`src/rtl/dtf_pkg.sv`:
```
// shared types, constants and helpers for the decimal text to fixed-point converter
package dtf_pkg;

    localparam int INT_BITS_DEF        = 31;
    localparam int FRAC_BITS_DEF       = 32;
    localparam int MAX_FRAC_DIGITS_DEF = 9;

    localparam int QUEUE_DEPTH = 2;

    localparam int INT_ACC_W_MAX  = 31;
    localparam int FRAC_ACC_W_MAX = 30;
    localparam int DIGIT_W_MAX    = 4;

    localparam int CHAR_W     = 8;
    localparam int VALUE_W    = 64;
    localparam int STATUS_W   = 2;
    localparam int S_TDATA_W  = 8;
    localparam int M_TDATA_W  = 72;

    localparam logic [CHAR_W-1:0] CH_MINUS = 8'h2d;
    localparam logic [CHAR_W-1:0] CH_PLUS  = 8'h2b;
    localparam logic [CHAR_W-1:0] CH_POINT = 8'h2e;
    localparam logic [CHAR_W-1:0] CH_COMMA = 8'h2c;
    localparam logic [CHAR_W-1:0] CH_ZERO  = 8'h30;
    localparam logic [CHAR_W-1:0] CH_NINE  = 8'h39;

    typedef enum logic [STATUS_W-1:0] {
        ST_OK       = 2'd0,
        ST_INVALID  = 2'd1,
        ST_OVERFLOW = 2'd2
    } status_t;

    typedef enum logic [1:0] {
        PH_START,
        PH_INT,
        PH_FRAC,
        PH_BAD
    } phase_t;

    typedef enum logic [1:0] {
        BK_IDLE,
        BK_DIV,
        BK_DONE
    } back_state_t;

    typedef struct packed {
        logic                      neg;
        status_t                   status;
        logic [INT_ACC_W_MAX-1:0]  int_acc;
        logic [FRAC_ACC_W_MAX-1:0] frac_acc;
        logic [DIGIT_W_MAX-1:0]    frac_digits;
    } job_t;

    // powers of ten for the fraction scale
    function automatic logic [FRAC_ACC_W_MAX-1:0] pow10(input logic [DIGIT_W_MAX-1:0] d);
        logic [FRAC_ACC_W_MAX-1:0] p;
        unique case (d)
            4'd0:    p = 30'd1;
            4'd1:    p = 30'd10;
            4'd2:    p = 30'd100;
            4'd3:    p = 30'd1000;
            4'd4:    p = 30'd10000;
            4'd5:    p = 30'd100000;
            4'd6:    p = 30'd1000000;
            4'd7:    p = 30'd10000000;
            4'd8:    p = 30'd100000000;
            4'd9:    p = 30'd1000000000;
            default: p = 30'd1;
        endcase
        return p;
    endfunction

endpackage

```
`src/rtl/dtf_front.sv`:
```
// character parser: classifies each character and hands finished strings to the queue
module dtf_front
    import dtf_pkg::*;
#(
    parameter int INT_BITS        = INT_BITS_DEF,
    parameter int MAX_FRAC_DIGITS = MAX_FRAC_DIGITS_DEF
)
(
    input  logic              clk,
    input  logic              rst_n,
    input  logic              in_valid,
    output logic              in_ready,
    input  logic [CHAR_W-1:0] char_code,
    input  logic              last_char,
    input  logic              queue_full,
    output logic              push,
    output job_t              job
);

    localparam int FAW = $clog2(pow10(DIGIT_W_MAX'(MAX_FRAC_DIGITS)));
    localparam int DCW = $clog2(MAX_FRAC_DIGITS + 1);

    phase_t               phase_reg, phase_next;
    logic                 neg_reg, neg_next;
    logic                 seen_reg, seen_next;
    logic [INT_BITS-1:0]  int_reg, int_next;
    logic                 ovf_reg, ovf_next;
    logic [FAW-1:0]       frac_reg, frac_next;
    logic [DCW-1:0]       digits_reg, digits_next;

    logic                 fire;
    logic                 is_dig;
    logic                 is_pt;
    logic [3:0]           dval;
    logic [INT_BITS+3:0]  int_prod;
    logic [FAW+3:0]       frac_prod;
    logic                 take_int;
    logic                 take_frac;

    assign in_ready = !queue_full;
    assign fire     = in_valid && in_ready;
    assign push     = fire && last_char;

    always_comb
    begin
        is_dig    = (char_code >= CH_ZERO) && (char_code <= CH_NINE);
        is_pt     = (char_code == CH_POINT) || (char_code == CH_COMMA);
        dval      = is_dig ? 4'(char_code - CH_ZERO) : 4'd0;
        int_prod  = (INT_BITS+4)'(int_reg) * (INT_BITS+4)'(10) + (INT_BITS+4)'(dval);
        frac_prod = (FAW+4)'(frac_reg) * (FAW+4)'(10) + (FAW+4)'(dval);

        phase_next  = phase_reg;
        neg_next    = neg_reg;
        seen_next   = seen_reg;
        int_next    = int_reg;
        ovf_next    = ovf_reg;
        frac_next   = frac_reg;
        digits_next = digits_reg;
        take_int    = 1'b0;
        take_frac   = 1'b0;

        unique case (phase_reg)
            PH_START:
            begin
                if (char_code == CH_MINUS || char_code == CH_PLUS)
                begin
                    neg_next   = (char_code == CH_MINUS);
                    phase_next = PH_INT;
                end
                else if (is_dig)
                begin
                    take_int   = 1'b1;
                    phase_next = PH_INT;
                end
                else if (is_pt)
                    phase_next = PH_FRAC;
                else
                    phase_next = PH_BAD;
            end
            PH_INT:
            begin
                if (is_dig)
                    take_int = 1'b1;
                else if (is_pt)
                    phase_next = PH_FRAC;
                else
                    phase_next = PH_BAD;
            end
            PH_FRAC:
            begin
                if (is_dig)
                    take_frac = 1'b1;
                else
                    phase_next = PH_BAD;
            end
            PH_BAD:
                phase_next = PH_BAD;
        endcase

        if (take_int || take_frac)
            seen_next = 1'b1;

        // overflow flag sticks and freezes the integer part
        if (take_int && !ovf_reg)
        begin
            if (int_prod[INT_BITS+3:INT_BITS] != 4'd0)
                ovf_next = 1'b1;
            else
                int_next = int_prod[INT_BITS-1:0];
        end

        if (take_frac && (digits_reg < DCW'(MAX_FRAC_DIGITS)))
        begin
            frac_next   = frac_prod[FAW-1:0];
            digits_next = digits_reg + DCW'(1);
        end

        job.neg         = neg_next;
        job.int_acc     = INT_ACC_W_MAX'(int_next);
        job.frac_acc    = FRAC_ACC_W_MAX'(frac_next);
        job.frac_digits = DIGIT_W_MAX'(digits_next);
        if (phase_next == PH_BAD || !seen_next)
            job.status = ST_INVALID;
        else if (ovf_next)
            job.status = ST_OVERFLOW;
        else
            job.status = ST_OK;
    end

    always_ff @(posedge clk or negedge rst_n)
    begin
        if (!rst_n)
        begin
            phase_reg  <= PH_START;
            neg_reg    <= 1'b0;
            seen_reg   <= 1'b0;
            int_reg    <= '0;
            ovf_reg    <= 1'b0;
            frac_reg   <= '0;
            digits_reg <= '0;
        end
        else if (fire)
        begin
            if (last_char)
            begin
                phase_reg  <= PH_START;
                neg_reg    <= 1'b0;
                seen_reg   <= 1'b0;
                int_reg    <= '0;
                ovf_reg    <= 1'b0;
                frac_reg   <= '0;
                digits_reg <= '0;
            end
            else
            begin
                phase_reg  <= phase_next;
                neg_reg    <= neg_next;
                seen_reg   <= seen_next;
                int_reg    <= int_next;
                ovf_reg    <= ovf_next;
                frac_reg   <= frac_next;
                digits_reg <= digits_next;
            end
        end
    end

endmodule

```
`src/rtl/dtf_queue.sv`:
```
// short queue of parsed strings between parser and converter
module dtf_queue
    import dtf_pkg::*;
#(
    parameter int DEPTH = QUEUE_DEPTH
)
(
    input  logic clk,
    input  logic rst_n,
    input  logic push,
    input  job_t push_data,
    output logic full,
    input  logic pop,
    output logic empty,
    output job_t pop_data
);

    localparam int PW = (DEPTH > 1) ? $clog2(DEPTH) : 1;
    localparam int CW = $clog2(DEPTH + 1);

    job_t           mem [DEPTH];
    logic [PW-1:0]  wr_ptr_reg;
    logic [PW-1:0]  rd_ptr_reg;
    logic [CW-1:0]  count_reg;
    logic           do_push;
    logic           do_pop;

    assign full     = (count_reg == CW'(DEPTH));
    assign empty    = (count_reg == '0);
    assign do_push  = push && !full;
    assign do_pop   = pop && !empty;
    assign pop_data = mem[rd_ptr_reg];

    always_ff @(posedge clk)
    begin
        if (do_push)
            mem[wr_ptr_reg] <= push_data;
    end

    always_ff @(posedge clk or negedge rst_n)
    begin
        if (!rst_n)
        begin
            wr_ptr_reg <= '0;
            rd_ptr_reg <= '0;
            count_reg  <= '0;
        end
        else
        begin
            if (do_push)
                wr_ptr_reg <= (wr_ptr_reg == PW'(DEPTH - 1)) ? '0 : wr_ptr_reg + PW'(1);
            if (do_pop)
                rd_ptr_reg <= (rd_ptr_reg == PW'(DEPTH - 1)) ? '0 : rd_ptr_reg + PW'(1);
            if (do_push && !do_pop)
                count_reg <= count_reg + CW'(1);
            else if (do_pop && !do_push)
                count_reg <= count_reg - CW'(1);
        end
    end

    a_count_bound: assert property (@(posedge clk) disable iff (!rst_n)
        count_reg <= CW'(DEPTH))
        else $error("queue count beyond depth");

endmodule

```
`src/rtl/dtf_back.sv`:
```
// converter: bit-serial fraction division, sign and output register
module dtf_back
    import dtf_pkg::*;
#(
    parameter int FRAC_BITS       = FRAC_BITS_DEF,
    parameter int MAX_FRAC_DIGITS = MAX_FRAC_DIGITS_DEF
)
(
    input  logic                clk,
    input  logic                rst_n,
    input  logic                queue_empty,
    input  job_t                queue_data,
    output logic                pop,
    output logic                out_valid,
    input  logic                out_ready,
    output logic [VALUE_W-1:0]  out_value,
    output status_t             out_status
);

    localparam int FAW = $clog2(pow10(DIGIT_W_MAX'(MAX_FRAC_DIGITS)));
    localparam int RW  = FAW + 1;
    localparam int CTW = $clog2(FRAC_BITS + 1);

    back_state_t            state_reg, state_next;
    job_t                   job_reg, job_next;
    logic [RW-1:0]          rem_reg, rem_next;
    logic [FAW-1:0]         div_reg, div_next;
    logic [FRAC_BITS-1:0]   quo_reg, quo_next;
    logic [CTW-1:0]         cnt_reg, cnt_next;

    logic                   out_valid_reg, out_valid_next;
    logic [VALUE_W-1:0]     out_value_reg, out_value_next;
    status_t                out_status_reg, out_status_next;

    logic                   out_free;
    logic                   load_out;
    logic [RW-1:0]          rem_dbl;
    logic [RW:0]            rem_sub;
    logic [VALUE_W-1:0]     mag;

    assign out_free   = !out_valid_reg || out_ready;
    assign out_valid  = out_valid_reg;
    assign out_value  = out_value_reg;
    assign out_status = out_status_reg;

    always_comb
    begin
        rem_dbl = {rem_reg[RW-2:0], 1'b0};
        rem_sub = {1'b0, rem_dbl} - {2'b00, div_reg};
        mag     = (VALUE_W'(job_reg.int_acc) << FRAC_BITS) | VALUE_W'(quo_reg);

        state_next      = state_reg;
        job_next        = job_reg;
        rem_next        = rem_reg;
        div_next        = div_reg;
        quo_next        = quo_reg;
        cnt_next        = cnt_reg;
        pop             = 1'b0;
        load_out        = 1'b0;
        out_value_next  = out_value_reg;
        out_status_next = out_status_reg;

        unique case (state_reg)
            BK_IDLE:
            begin
                if (!queue_empty)
                begin
                    if (queue_data.status != ST_OK)
                    begin
                        if (out_free)
                        begin
                            pop             = 1'b1;
                            load_out        = 1'b1;
                            out_value_next  = '0;
                            out_status_next = queue_data.status;
                        end
                    end
                    else
                    begin
                        pop        = 1'b1;
                        job_next   = queue_data;
                        rem_next   = RW'(queue_data.frac_acc);
                        div_next   = FAW'(pow10(queue_data.frac_digits));
                        quo_next   = '0;
                        cnt_next   = CTW'(FRAC_BITS);
                        state_next = BK_DIV;
                    end
                end
            end
            BK_DIV:
            begin
                // one quotient bit per cycle
                if (!rem_sub[RW])
                begin
                    rem_next = rem_sub[RW-1:0];
                    quo_next = {quo_reg[FRAC_BITS-2:0], 1'b1};
                end
                else
                begin
                    rem_next = rem_dbl;
                    quo_next = {quo_reg[FRAC_BITS-2:0], 1'b0};
                end
                cnt_next = cnt_reg - CTW'(1);
                if (cnt_reg == CTW'(1))
                    state_next = BK_DONE;
            end
            BK_DONE:
            begin
                if (out_free)
                begin
                    load_out        = 1'b1;
                    out_value_next  = job_reg.neg ? (VALUE_W'(0) - mag) : mag;
                    out_status_next = ST_OK;
                    state_next      = BK_IDLE;
                end
            end
            default:
                state_next = BK_IDLE;
        endcase

        if (load_out)
            out_valid_next = 1'b1;
        else if (out_ready)
            out_valid_next = 1'b0;
        else
            out_valid_next = out_valid_reg;
    end

    always_ff @(posedge clk or negedge rst_n)
    begin
        if (!rst_n)
        begin
            state_reg     <= BK_IDLE;
            out_valid_reg <= 1'b0;
        end
        else
        begin
            state_reg     <= state_next;
            out_valid_reg <= out_valid_next;
        end
    end

    always_ff @(posedge clk)
    begin
        job_reg        <= job_next;
        rem_reg        <= rem_next;
        div_reg        <= div_next;
        quo_reg        <= quo_next;
        cnt_reg        <= cnt_next;
        out_value_reg  <= out_value_next;
        out_status_reg <= out_status_next;
    end

    a_div_only_ok: assert property (@(posedge clk) disable iff (!rst_n)
        (state_reg == BK_DIV) |-> (job_reg.status == ST_OK))
        else $error("division started for a failed string");

    a_rem_below_div: assert property (@(posedge clk) disable iff (!rst_n)
        (state_reg == BK_DIV) |-> (RW'(div_reg) > rem_reg))
        else $error("division remainder not below divisor");

    a_fail_zero: assert property (@(posedge clk) disable iff (!rst_n)
        (out_valid_reg && out_status_reg != ST_OK) |-> (out_value_reg == '0))
        else $error("failed string with nonzero value");

    a_load_when_free: assert property (@(posedge clk) disable iff (!rst_n)
        (out_valid_reg && !out_ready) |=> ($stable(out_value_reg) && $stable(out_status_reg)))
        else $error("pending result overwritten");

endmodule

```
`src/rtl/decimal_text_to_fixed_unit.sv`:
```
// top level of the decimal text to signed fixed-point converter
//
//  channel   dir   transaction                     payload
//  s_axis    in    one character of number text    tdata: char_code; tlast: last_char
//  m_axis    out   one converted number per text   tdata: value, status
//
//  the parser takes a character per cycle unless the 2-entry queue of finished texts is full
//  a valid number is divided bit-serially and output before the converter pops another
//  invalid or overflowing text goes from the queue to the output register with a zero value
//  the output register holds a result under m_tready low while the next one is worked on
//  s_tready falls only while the queue is full
//  rst_n clears parser state, queue pointers and the output valid flag asynchronously
module decimal_text_to_fixed_unit
    import dtf_pkg::*;
#(
    parameter int INT_BITS        = INT_BITS_DEF,
    parameter int FRAC_BITS       = FRAC_BITS_DEF,
    parameter int MAX_FRAC_DIGITS = MAX_FRAC_DIGITS_DEF
)
(
    input  logic                  clk,
    input  logic                  rst_n,
    input  logic                  s_tvalid,
    output logic                  s_tready,
    input  logic [S_TDATA_W-1:0]  s_tdata,   // [7:0] char_code
    input  logic                  s_tlast,
    output logic                  m_tvalid,
    input  logic                  m_tready,
    output logic [M_TDATA_W-1:0]  m_tdata    // [63:0] value, [65:64] status, rest zero
);

    logic                queue_full;
    logic                queue_empty;
    logic                push;
    logic                pop;
    job_t                push_job;
    job_t                pop_job;
    logic [VALUE_W-1:0]  value;
    status_t             status;

    dtf_front #(
        .INT_BITS        (INT_BITS),
        .MAX_FRAC_DIGITS (MAX_FRAC_DIGITS)
    ) u_front (
        .clk        (clk),
        .rst_n      (rst_n),
        .in_valid   (s_tvalid),
        .in_ready   (s_tready),
        .char_code  (s_tdata[CHAR_W-1:0]),
        .last_char  (s_tlast),
        .queue_full (queue_full),
        .push       (push),
        .job        (push_job)
    );

    dtf_queue #(
        .DEPTH (QUEUE_DEPTH)
    ) u_queue (
        .clk       (clk),
        .rst_n     (rst_n),
        .push      (push),
        .push_data (push_job),
        .full      (queue_full),
        .pop       (pop),
        .empty     (queue_empty),
        .pop_data  (pop_job)
    );

    dtf_back #(
        .FRAC_BITS       (FRAC_BITS),
        .MAX_FRAC_DIGITS (MAX_FRAC_DIGITS)
    ) u_back (
        .clk         (clk),
        .rst_n       (rst_n),
        .queue_empty (queue_empty),
        .queue_data  (pop_job),
        .pop         (pop),
        .out_valid   (m_tvalid),
        .out_ready   (m_tready),
        .out_value   (value),
        .out_status  (status)
    );

    assign m_tdata = {{(M_TDATA_W - VALUE_W - STATUS_W){1'b0}}, status, value};

endmodule

```
`config.mk`:
```
export PLATFORM = sky130hd
export DESIGN_NAME = decimal_text_to_fixed_unit
export DESIGN_NICKNAME = d
export VERILOG_FILES = /design/src/rtl/dtf_pkg.sv /design/src/rtl/dtf_front.sv /design/src/rtl/dtf_queue.sv /design/src/rtl/dtf_back.sv /design/src/rtl/decimal_text_to_fixed_unit.sv
export SDC_FILE = /design/constraint.sdc
export NUM_CORES = 1
export LEC_CHECK = 0
export BUFFER_PORTS_ARGS = -buffer_cell sky130_fd_sc_hd__buf_2
export CELL_PAD_IN_SITES_DETAIL_PLACEMENT = 1
export CELL_PAD_IN_SITES_GLOBAL_PLACEMENT = 1
export CORE_UTILIZATION = 35
export CTS_BUF_LIST = sky130_fd_sc_hd__clkbuf_8
export CTS_CLUSTER_SIZE = 28
export DETAILED_ROUTE_END_ITERATION = 8
export PLACE_DENSITY = 0.66
export SLEW_MARGIN = 25
export SYNTH_ARGS = -nofsm -noshare
export SYNTH_HDL_FRONTEND = slang
export SYNTH_SLANG_ARGS = --single-unit
export TNS_END_PERCENT = 1
```
`constraint.sdc`:
```
create_clock -name clk -period 4.4 [get_ports clk]
set_input_delay 1.32 -clock clk [delete_from_list [all_inputs] [get_ports clk]]
set_output_delay 1.32 -clock clk [all_outputs]
set_load 0.02 [all_outputs]
```
# Word level (Yosys, flattened, before mapping)

Memories as Yosys holds them, arrays and structs flattened. A register that Yosys moved wholly into a read port is not among the register bits.
Cells that the tools add are included.
Widths: inputs -> output; s select.

Register bits: 243
RAM bits: 136
ROM bits: 480
Input bits: 13
Output and inout port bits: 74
Memories: 2

$add $sub $neg: 11
Multiply operators: 2
Magnitude comparators: 3
Equality and inequality tests: 18
Muxes and demuxes: 70
Bitwise operators: 3
Reductions and logical operators: 34

Memory list:

| memory           | words | bits a word | rd ports | clocked after memory_dff | write ports | RTL line        | source |
|---|---|---|---|---|---|---|---|
| (name not given) | 16    | 30          | 1        | 1                        | 0           | dtf_pkg.sv:57   | `unique case (d)` |
| u_queue.mem      | 2     | 68          | 1        | 0                        | 1           | dtf_queue.sv:21 | `job_t mem [DEPTH];` |

Operator list:

| cell                  | number |
|---|---|
| $mux 64               | 5 |
| $mux 30               | 5 |
| $pmux 64 s2           | 1 |
| $mux 31               | 3 |
| $mux 32               | 2 |
| $pmux 32 s2           | 1 |
| $sub 1x64->64 const A | 1 |
| $or 63x32->63         | 1 |
| $pmux 30 s2           | 1 |
| $add 35x4->35         | 1 |
| $mul 31x3->34 const B | 1 |
| $eq 8x6->1 const B    | 4 |
| $mux 2                | 16 |
| $sub 31x30->32        | 1 |
| $add 30x4->30         | 1 |
| $mul 30x3->29 const B | 1 |
| $mux 1                | 25 |
| $mux 4                | 3 |
| $mux 6                | 2 |
| $pmux 6 s2            | 1 |
| $eq 2x2->1 const B    | 5 |
| $reduce_bool 2->1     | 5 |
| $logic_and 1x1->1     | 9 |
| $ge 8x6->1 const B    | 1 |
| 24 further kinds      | 45 |

# Logic depth before layout (Yosys ltp)

Gate-level depths: netlist of the first run.

Word-level depth: 10
Gate-level depth with buffers: 19
Mapped depth without buffers: 17

# By module

From an unflattened synthesis of the first run, not the netlist that was laid out.

Cells, all modules: 2253
Area, all modules: 24558.6 um2

By module, submodules not included:

| module                     | times used | cells each | area each (um2) |
|---|---|---|---|
| dtf_back                   | 1          | 940        | 10334.9 |
| dtf_front                  | 1          | 1075       | 9028.7 |
| dtf_queue                  | 1          | 231        | 5146.2 |
| decimal_text_to_fixed_unit | 1          | 7          | 48.8 |

# Worst setup path after synthesis of the first run

Ideal clock, no wire load.

Kind: input-to-reg
From: in s_tvalid
To: mem u_queue.mem[0][0] (netlist bit) (enable)
Library setup time: 0.495 ns
Arrival time: 4.752 ns
Setup slack: -0.847 ns
Cell stages on the path: 4
Buffers on the path: 1
Cells stage by stage: and2_1 -> clkbuf_1 -> nand2_1 -> nor2_1

Word-level cells in the longest chain between the ends: 5

RTL lines:

| element                      | RTL line                         | source |
|---|---|---|
| from (decl)                  | decimal_text_to_fixed_unit.sv:23 | `input logic s_tvalid,` |
| $logic_and 1x1->1            | dtf_front.sv:41                  | `assign fire = in_valid && in_ready;` |
| $logic_and 1x1->1            | dtf_front.sv:42                  | `assign push = fire && last_char;` |
| $logic_and 1x1->1            | dtf_queue.sv:30                  | `assign do_push = push && !full;` |
| $mux 1                       | dtf_queue.sv:36                  | `if (do_push)` |
| $mux 1 (not written as such) | dtf_queue.sv:37                  | `mem[wr_ptr_reg] <= push_data;` |
| to (decl)                    | dtf_queue.sv:21                  |  |

Every way passes these cells.

# Worst setup path after layout of the first run

From: in s_tdata[7]
To: reg u_front.int_reg[29]

Word-level cells in the longest chain between the ends: 8
Elaborated cells between the ends (all ways): 16

RTL lines:

| element                                         | RTL line                                          | source |
|---|---|---|
| from (decl)                                     | decimal_text_to_fixed_unit.sv:25                  | `input logic [S_TDATA_W-1:0] s_tdata,` |
| $ge 8x6->1 or $le 8x6->1 (tied branches)        | dtf_front.sv:46                                   | `is_dig = (char_code >= CH_ZERO) && (char_code <= CH_NINE);` |
| $logic_and 1x1->1                               | dtf_front.sv:46                                   |  |
| $mux 4 or $mux 1 (tied branches)                | dtf_front.sv:48, dtf_front.sv:70, dtf_front.sv:82 |  |
| $add 35x4->35 or $mux 1 (tied branches)         | dtf_front.sv:49, dtf_front.sv:65                  |  |
| $reduce_bool 4->1 or $pmux 1 s2 (tied branches) | dtf_front.sv:106, dtf_front.sv:62                 |  |
| $mux 31 or $logic_and 1x1->1 (tied branches)    | dtf_front.sv:106, dtf_front.sv:104                |  |
| $mux 31 *                                       | dtf_front.sv:104                                  | `if (take_int && !ovf_reg)` |
| $mux 31 *                                       | dtf_front.sv:144                                  | `if (last_char)` |
| to (signal assigned)                            | dtf_front.sv:159                                  | `int_reg <= int_next;` |
| to (decl)                                       | dtf_front.sv:26                                   | `logic [INT_BITS-1:0] int_reg, int_next;` |

Every way passes the cells marked *; elsewhere a longest branch is shown, timed or not.
A chain may end at the register's enable or synchronous reset.

==> run_results.csv, run 1 <==
group,metric,value,unit
timing,tightest_slew,918,ps
layout,finalNetCount,2825,
synthesis,dominantRegCellSynth,"edfxtp_1",
pwr,worst_ir_drop_vdd,0.270,mV
critical_path,path_common_cell,"buf_6",
floorplan,die_area,71100,um2
layout,syn_to_final_growth,22.2,%
critical_path,path_max_fanout,7,
drt,drt_iter0_drc,925,
critical_path,end_kind,"flop",
timing,rsz0062_at_grt,"true",
timing,setup_viol,33,
critical_path,start_kind,"primary input",
critical_path,crit_type,"primary input to flop",
placement,dp_slack,-1210,ps
synthesis,synth_enable_flop_cells,325,
drt,via_per_inst,5.30,
pwr,p_leak,12.6,nW
floorplan,core_area,68900,um2
pwr,p_sw,8.55,mW
floorplan,die_height,267,um
clocking,cts_buffers,68,
clocking,cts-root-buf,"clkbuf_8",
timing,drv_slew,0,
clocking,clockBufferDepth,3,
synthesis,synth_cell_type_count,91,
timing,fmax,223,MHz
drt,drtAntennaViolNets,0,
timing,slew_headroom,38.8,%
timing,post-route-min-period,4480,ps
critical_path,critical_path.cell_chain,"buf_6 -> nor3b_4 -> buf_6 -> and3_4 -> and2_4 -> ha_4 -> inv_2 -> fa_2 -> nor2b_2 -> nor2_1 -> nor3_2 -> nand3_1 -> nor3_2 -> nand4_1 -> nor4_4 -> a21oi_2 -> or2_4 -> buf_12 -> buf_12 -> buf_6 -> and3_4 -> a211o_1",
layout,final_cell_area,30000,um2
critical_path,cp_slowest_cell,"fa_2",
critical_path,arrival,5010,ps
synthesis,seq_area_frac_synth,47.6,%
synthesis,yosys-top-cells-area,"edfxtp_1 40%, ha_1 7.9%, dfrtp_1 7.9%",
timing,setup_slack,-75.9,ps
timing,hold_viol,0,
critical_path,cpLargestDelayFamily,"simple AND/OR/NAND/NOR gates",
synthesis,synthArstFlopShare,19.2,%
run_status,violations,"negative setup slack",
layout,largest_register_ffs,136,
synthesis,muxShareOfSynthArea,4.58,%
timing,skew,54.2,ps
floorplan,start_util,35.6,%
floorplan,io_pins,87,
global_routing,grt_pass1_wl,113,mm
synthesis,synth_xor_area_share,6.39,%
drt,first_pass_iters,5,
placement,gp_congestion,0.847,
flow_run,max_cap_viol_count,0,
clocking,hold_buffers,0,
timing,totalNegativeSetupSlack,-1440,ps
synthesis,netlist_area,24500,um2
layout,drive_gt1_share,24.4,%
layout,final_cell_mix,"325 x edfxtp_1, 287 x buf_4, 204 x nand2_1",
layout,final_common_cell,"edfxtp_1",
layout,fill_cells,7604,
synthesis,synth-adder-area-share,8.32,%
floorplan,rows,96,
critical_path,critical_path_required,4940,ps
global_routing,gr-total-overflow,0,
floorplan,die_x,267,um
global_routing,antenna_found_initial,5,
drt,drt-total-wl,70.8,mm
placement,hpwl,52.8,mm
global_routing,grt_max_degree,65,
clocking,clkLatencyLatePin,650,ps
synthesis,synth.avg_cell_area,10.7,um2
pwr,seq_power_share,31.0,%
pwr,power_frac_comb,53.4,%
synthesis,synth-simple-area-share,15.6,%
global_routing,grt.total_usage,20.0,%
clocking,clk_pin_slew,60,ps
drt,wl_per_cell,19.5,um
pwr,clock_power_share,15.6,%
placement,placed_cell_area,27800,um2
timing,fin_crit_sh,102,%
timing,whs,509,ps
drt,vias,19200,
synthesis,synth_top_area_cell,"edfxtp_1",
run_status,status,"finished with violations",
worst_hold_path,min_path_type,"flop to flop",
critical_path,crit_buf_inv,6,
clocking,ctsHtreeMaxLevel,3,
clocking,cts_sinks,402,
synthesis,synth_top_cell_area_share,39.8,%
synthesis,yosysWarnings,0,
pwr,p_sw_share,42.1,%
critical_path,max_stage_delay,350,ps
pwr,p_int,11.8,mW
placement,port_buffers,80,
global_routing,grt_pass1_vias,20600,
synthesis,ys_seq_elements,402,
synthesis,synth_top_family_by_area,"simple AND/OR/NAND/NOR gates",
clocking,cts_tree,"yes",
synthesis,synth_cells,2300,
synthesis,synth_compound_area_share,14.5,%
pwr,power_density,678,nW/um2
drt,drc,0,
-- path summary, 6_finish.rpt --
kind	cells past startpoint	slack, ps	endpoint	startpoint
setup / recovery	22	-80	u_front.int_reg[29]	s_tdata[7]
hold / removal	2	510	u_front.frac_reg[29]	u_front.frac_reg[29]
setup reg to reg	21	-60	u_front.int_reg[29]	u_front.int_reg[9]
hold reg to reg	2	510	u_front.frac_reg[29]	u_front.frac_reg[29]
max in group asynchronous	2	2860	u_front.frac_reg[6]	rst_n
min in group asynchronous	1	790	u_front.frac_reg[19]	rst_n
-- layer usage --
layer | vias up | GRT usage [%] | share of wire (%)
met5 | - | 0 | 0.075
met4 | 8 | 5.03 | 1.7
met3 | 92 | 2.54 | 3.2
met2 | 273 | 34.0 | 48
met1 | 9613 | 26.7 | 47
li1 | 9258 | - | -
-- logic make-up after synthesis --
family | count (synthesis)
DFF | 402
adders and majority gates | 160
xor gates and xnor gates | 179
buffers and inverters | 172
AOI/OAI and AO/OA | 522
muxes | 99
other | 1
and+or+nand+nor | 765
-- stage by stage --
stage | util [%] | std cells | power (mW)
3_5_place_dp | 40.4 | 3482 | 16.5
3_3_place_gp | 40.4 | 3482 | 16.2
6_report | 43.5 | 3633 | 20.3
2_1_floorplan | - | 2305 | 12.5
5_1_grt | 43.5 | 3633 | 21.7
4_1_cts | 42.8 | 3623 | 20.0
-- synth_stat cells (all sizes together), types with 7 or more instances --
cell type and number:
a211o 7, a211oi 38, a21o 51, a21oi 101, a22o 28, a31oi 11, a41oi 7, and2 47
and3 31, and4 10, buf 32, clkbuf 72, dfrtp 77, edfxtp 325, ha 155, inv 67
mux2 58, mux2i 41, nand2 208, nand2b 16, nand3 74, nand4 22, nor2 177, nor2b 27
nor3 63, nor4 12, o211ai 28, o21a 23, o21ai 111, o22ai 11, o31a 7, o31ai 30
o41ai 9, or2 12, or3 24, or4 10, xnor2 70, xor2 109
-- timing repair --
item / CTS / global route
gates resized for setup: 63 / 66
pin swaps: 21 / 47
gates cloned: 0 / 0
buffers inserted: 22 / 9
setup endpoints to repair: 126 / 122
-- final cells by class --
type | instances | area (um2) | area share (%)
antenna | 1 | 2.50 | 0.00835
sequential | 402 | 11700 | 39.1
inverter | 68 | 255 | 0.852
tap | 931 | 1160 | 3.89
clock inverter | 46 | 238 | 0.793
timing repair buffer | 381 | 2840 | 9.47
multi-input combinational | 1731 | 12800 | 42.6
clock buffer | 73 | 1000 | 3.35
-- power groups by stage --
stage	Combinational [mW]	Clock, mW	Sequential, mW
after detailed placement	10.2	0	6.35
after CTS	10.4	3.26	6.29
after global routing	11.9	3.40	6.42
after global placement	9.87	0	6.30
final	10.8	3.17	6.31
after floorplan	6.19	0	6.27
-- tightest hold or removal path: cells and delay by family (launching register included) --
family | cells | cell delay (ps)
flip-flops | 1 | 340
AO/OA/AOI/OAI | 2 | 130
Power figures use the tool's default switching activity.
==> inputs of run 2 (changes only) <==
Settings changed: PLACE_DENSITY 0.66 to 0.6.
==> run_results.csv, run 2 (synthesis gave the netlist of run 1 again) <==
group,metric,value,unit
worst_hold_path,min_path_type,"flop to flop",
critical_path,end_kind,"flop",
drt,drt-total-wl,72.0,mm
timing,fin_crit_sh,102,%
floorplan,rows,96,
run_status,violations,"negative setup slack",
timing,hold_viol,0,
drt,drtAntennaViolNets,0,
clocking,cts_tree,"yes",
global_routing,antenna_found_initial,4,
timing,whs,501,ps
drt,vias,19200,
global_routing,grt.total_usage,20.2,%
flow_run,max_cap_viol_count,0,
clocking,hold_buffers,0,
global_routing,gr-total-overflow,0,
layout,final_cell_mix,"325 x edfxtp_1, 309 x buf_4, 204 x nand2_1",
critical_path,start_kind,"flop",
timing,rsz0062_at_grt,"true",
floorplan,die_area,71100,um2
layout,drive_gt1_share,25.8,%
clocking,cts_sinks,402,
timing,slew_headroom,35.2,%
critical_path,crit_type,"flop to flop",
floorplan,start_util,35.6,%
layout,syn_to_final_growth,23.6,%
placement,gp_congestion,0.853,
critical_path,arrival,4830,ps
global_routing,grt_max_degree,69,
placement,port_buffers,80,
drt,first_pass_iters,5,
drt,drc,0,
timing,tightest_slew,972,ps
floorplan,io_pins,87,
critical_path,path_max_fanout,9,
clocking,ctsHtreeMaxLevel,3,
clocking,clkLatencyLatePin,640,ps
layout,final_common_cell,"edfxtp_1",
critical_path,critical_path_required,4760,ps
pwr,p_leak,12.8,nW
placement,dp_slack,-1170,ps
timing,post-route-min-period,4470,ps
drt,wl_per_cell,19.7,um
timing,setup_slack,-67.4,ps
drt,via_per_inst,5.25,
pwr,power.total,20.8,mW
timing,setup_viol,24,
placement,hpwl,53.8,mm
timing,skew,38.4,ps
global_routing,grt_pass1_vias,20300,
clocking,clockBufferDepth,3,
layout,finalNetCount,2845,
pwr,power_density,687,nW/um2
floorplan,die_height,267,um
pwr,worst_ir_drop_vdd,0.311,mV
timing,drv_slew,0,
timing,fmax,224,MHz
timing,totalNegativeSetupSlack,-989,ps
floorplan,core_area,68900,um2
layout,largest_register_ffs,136,
clocking,clk_pin_slew,60,ps
clocking,cts-root-buf,"clkbuf_8",
clocking,cts_buffers,69,
global_routing,grt_pass1_wl,114,mm
floorplan,die_x,267,um
run_status,status,"finished with violations",
drt,drt_iter0_drc,898,
run 2: changes by cell type in the layout (fill, tap and decap cells not counted), sizes merged:
| cell | previous run | this run |
|---|---|---|
| clkinv | 9 | 21 |
| inv | 99 | 91 |
| clkinvlp | 5 | 3 |
| clkbuf | 73 | 75 |
| buf | 381 | 400 |
| bufinv | 1 | 3 |
run 2: area by class of cell:
class	instances	area, um2
multi-input combinational	1731	12900
sequential	402	11700
clock buffer	75	1030
tap	931	1160
inverter	68	255
fill	7626	38600
timing repair buffer	400	2940
antenna	1	2.50
clock inverter	50	297
run 2: repair_timing:
action | 4_1_cts | 5_1_grt
gates resized for setup | 79 | 79
setup buffers | 24 | 13
pin swaps | 25 | 41
endpoints found under the setup margin | 110 | 132
run 2: final timing paths:
path | from | end | slack, ps | cells after the start
setup / recovery | u_front.int_reg[17] | u_queue.mem[1][45] | -70 | 20
min in group asynchronous | rst_n | u_front.frac_reg[19] | 800 | 1
max in group asynchronous | rst_n | u_front.frac_reg[9] | 2810 | 2
setup reg to reg | u_front.int_reg[17] | u_queue.mem[1][45] | -70 | 20
hold reg to reg | u_queue.count_reg[1] | u_queue.count_reg[1] | 500 | 1
hold / removal | u_queue.count_reg[1] | u_queue.count_reg[1] | 500 | 1
run 2: per-stage QoR:
stage / cells / util, % / cell area [um2]
final: 3658 / 44.0 / 30300
after global routing: 3658 / 44.0 / 30300
after CTS: 3644 / 43.2 / 29800
after detailed placement: 3495 / 40.5 / 27900
after global placement: 3495 / 40.5 / 27900
after floorplan: 2305 / - / 24500
run 2: critical path: stages, from the launching register on:
cell	delay (ps)
dfrtp_2	490
ha_1	320
ha_1	310
buf_4	180
a211oi_2	290
o21ai_2	110
buf_4	170
nor4_2	250
buf_4	150
a21oi_1	70
xor2_1	270
buf_4	170
buf_4	90
buf_4	120
nand2_1	60
o2111a_2	260
or2_4	260
buf_12	150
buf_12	140
buf_4	140
a21o_1	170
run 2: layer usage:
layer / GRT usage, % / routed length [um] / up-vias
met2: 33.7 / 34200 / 248
met5: 0 / 35 / -
met4: 6.26 / 1540 / 6
met3: 2.33 / 2140 / 86
met1: 27.5 / 34100 / 9596
li1: - / - / 9285
run 2: power by group:
group	switching, mW	internal (mW)
Combinational	6.36	4.86
Clock	1.54	1.75
Sequential	0.814	5.52
Total	8.71	12.1
==> inputs of run 3 (changes only) <==
Settings changed: SKIP_LAST_GASP set to 1.
==> run_results.csv, run 3 (synthesis gave the netlist of run 1 again) <==
group,metric,value,unit
run_status,status,"finished with violations",
run_status,violations,"negative setup slack",
critical_path,path_common_cell,"buf_4",
critical_path,start_kind,"flop",
layout,syn_to_final_growth,23.1,%
clocking,cts_buffers,69,
critical_path,end_kind,"flop",
drt,wl_per_cell,19.6,um
clocking,clk_pin_slew,60,ps
critical_path,cp_slowest_cell,"dfrtp_2",
flow_run,max_cap_viol_count,0,
critical_path,path_depth,20,
global_routing,grt.total_usage,20.2,%
floorplan,die_x,267,um
layout,final_cell_mix,"325 x edfxtp_1, 311 x buf_4, 206 x nand2_1",
clocking,hold_buffers,0,
floorplan,io_pins,87,
clocking,clkLatencyLatePin,640,ps
layout,instances_no_fill,3658,
timing,skew,39.2,ps
critical_path,max_stage_delay,490,ps
placement,placed_cell_area,27900,um2
floorplan,die_area,71100,um2
global_routing,gr-total-overflow,0,
timing,rsz0062_at_grt,"true",
worst_hold_path,min_path_type,"flop to flop",
timing,slew_headroom,34.5,%
critical_path,reg2reg_slack,-70,ps
placement,hpwl,53.8,mm
drt,via_per_inst,5.25,
layout,final_util,43.8,%
pwr,power_density,688,nW/um2
timing,tightest_slew,982,ps
drt,vias,19200,
clocking,cts_tree,"yes",
floorplan,core_area,68900,um2
critical_path,timing.rr.end,"u_queue.mem[1][45]",
critical_path,reg2reg_from,"u_front.int_reg[17]",
drt,drt-total-wl,71.8,mm
floorplan,rows,96,
timing,hold_viol,0,
timing,fin_crit_sh,102,%
layout,finalNetCount,2845,
clocking,cts-root-buf,"clkbuf_8",
layout,final_cell_area,30200,um2
timing,drv_slew,0,
placement,dp.cells,3495,
global_routing,antenna_found_initial,4,
pwr,p_leak,12.7,nW
layout,drive_gt1_share,25.0,%
layout,largest_register_ffs,136,
critical_path,path_max_fanout,9,
critical_path,arrival,4840,ps
pwr,power.total,20.8,mW
timing,setup_slack,-73.9,ps
critical_path,crit_buf_inv,9,
timing,setup_viol,26,
placement,port_buffers,80,
layout,final_common_cell,"edfxtp_1",
global_routing,grt_pass1_wl,113,mm
pwr,worst_ir_drop_vdd,0.310,mV
timing,fmax,224,MHz
drt,drc,0,
critical_path,cpLargestDelayFamily,"buffers and inverters",
clocking,clockBufferDepth,3,
critical_path,critical_path.cell_chain,"ha_1 -> ha_1 -> buf_4 -> a211oi_2 -> o21ai_1 -> buf_4 -> nor4_2 -> buf_4 -> a21oi_1 -> xor2_1 -> buf_4 -> buf_4 -> buf_4 -> nand2_1 -> o2111a_2 -> or2_4 -> buf_12 -> buf_12 -> buf_4 -> a21o_1",
global_routing,grt_pass1_vias,20300,
critical_path,critical_path_required,4760,ps
drt,first_pass_iters,5,
global_routing,grt_max_degree,69,
floorplan,die_height,267,um
critical_path,crit_type,"flop to flop",
drt,drt_iter0_drc,891,
timing,post-route-min-period,4470,ps
clocking,cts_sinks,402,
critical_path,crit_start,"u_front.int_reg[17]",
clocking,ctsHtreeMaxLevel,3,
timing,whs,501,ps
floorplan,start_util,35.6,%
critical_path,worstSetupEndpoint,"u_queue.mem[1][45]",
drt,drtAntennaViolNets,0,
critical_path,worstRegToRegCells,20,
placement,gp_congestion,0.853,
-- run 3: cell counts in the layout (fill, tap and decap cells not counted) --
No cell type changed its count.
-- run 3: timing repair --
item / CTS / global route
gates resized for setup: 61 / 67
pin swaps: 23 / 41
setup endpoints to repair: 110 / 134
setup buffers: 24 / 13
-- run 3: where the power goes --
group / switching [mW] / leakage, nW / internal, mW
logic: 6.32 / 7.86 / 4.83
registers: 0.815 / 4.11 / 5.52
clock network: 1.54 / 0.756 / 1.75
-- run 3: layer usage --
metal / share of wire, % / GRT usage [%]
met4: 2.1 / 6.26
met1: 47 / 27.5
met5: 0.049 / 0
met2: 47 / 33.6
met3: 2.9 / 2.33
-- run 3: how the worst min path moves through the flow --
stage                    startpoint                   end  slack [ps]  cells past startpoint
3_3_place_gp   u_front.frac_reg[29]  u_front.frac_reg[29]         470                      2
2_1_floorplan  u_front.frac_reg[29]  u_front.frac_reg[29]         450                      2
4_1_cts            u_front.seen_reg      u_front.seen_reg         510                      2
3_5_place_dp   u_queue.count_reg[1]  u_queue.count_reg[1]         500                      1
5_1_grt        u_queue.count_reg[1]  u_queue.count_reg[1]         540                      1
6_report       u_queue.count_reg[1]  u_queue.count_reg[1]         500                      1
-- run 3: through the flow --
step	TNS (ps)	worst slack [ps]
after floorplan	-53440	-735
after global placement	-101570	-1060
after detailed placement	-117370	-1170
after CTS	-7340	-146
after global routing	-13020	-208
final	-1360	-73.9
-- run 3: area by class of cell --
type	instances	area, um2
Antenna cell	1	2.50
Sequential cell	402	11700
Fill cell	7644	38700
Tap cell	931	1160
Clock inverter	50	297
Clock buffer	75	1030
Inverter	68	255
Timing Repair Buffer	400	2930
Multi-Input combinational cell	1731	12800
-- run 3: worst register-to-register path, cell delays in order, from the launching register on --
cell,delay (ps)
dfrtp_2,490
ha_1,320
ha_1,310
buf_4,180
a211oi_2,260
o21ai_1,150
buf_4,180
nor4_2,250
buf_4,150
a21oi_1,70
xor2_1,270
buf_4,170
buf_4,90
buf_4,120
nand2_1,60
o2111a_2,260
or2_4,260
buf_12,150
buf_12,140
buf_4,140
a21o_1,170
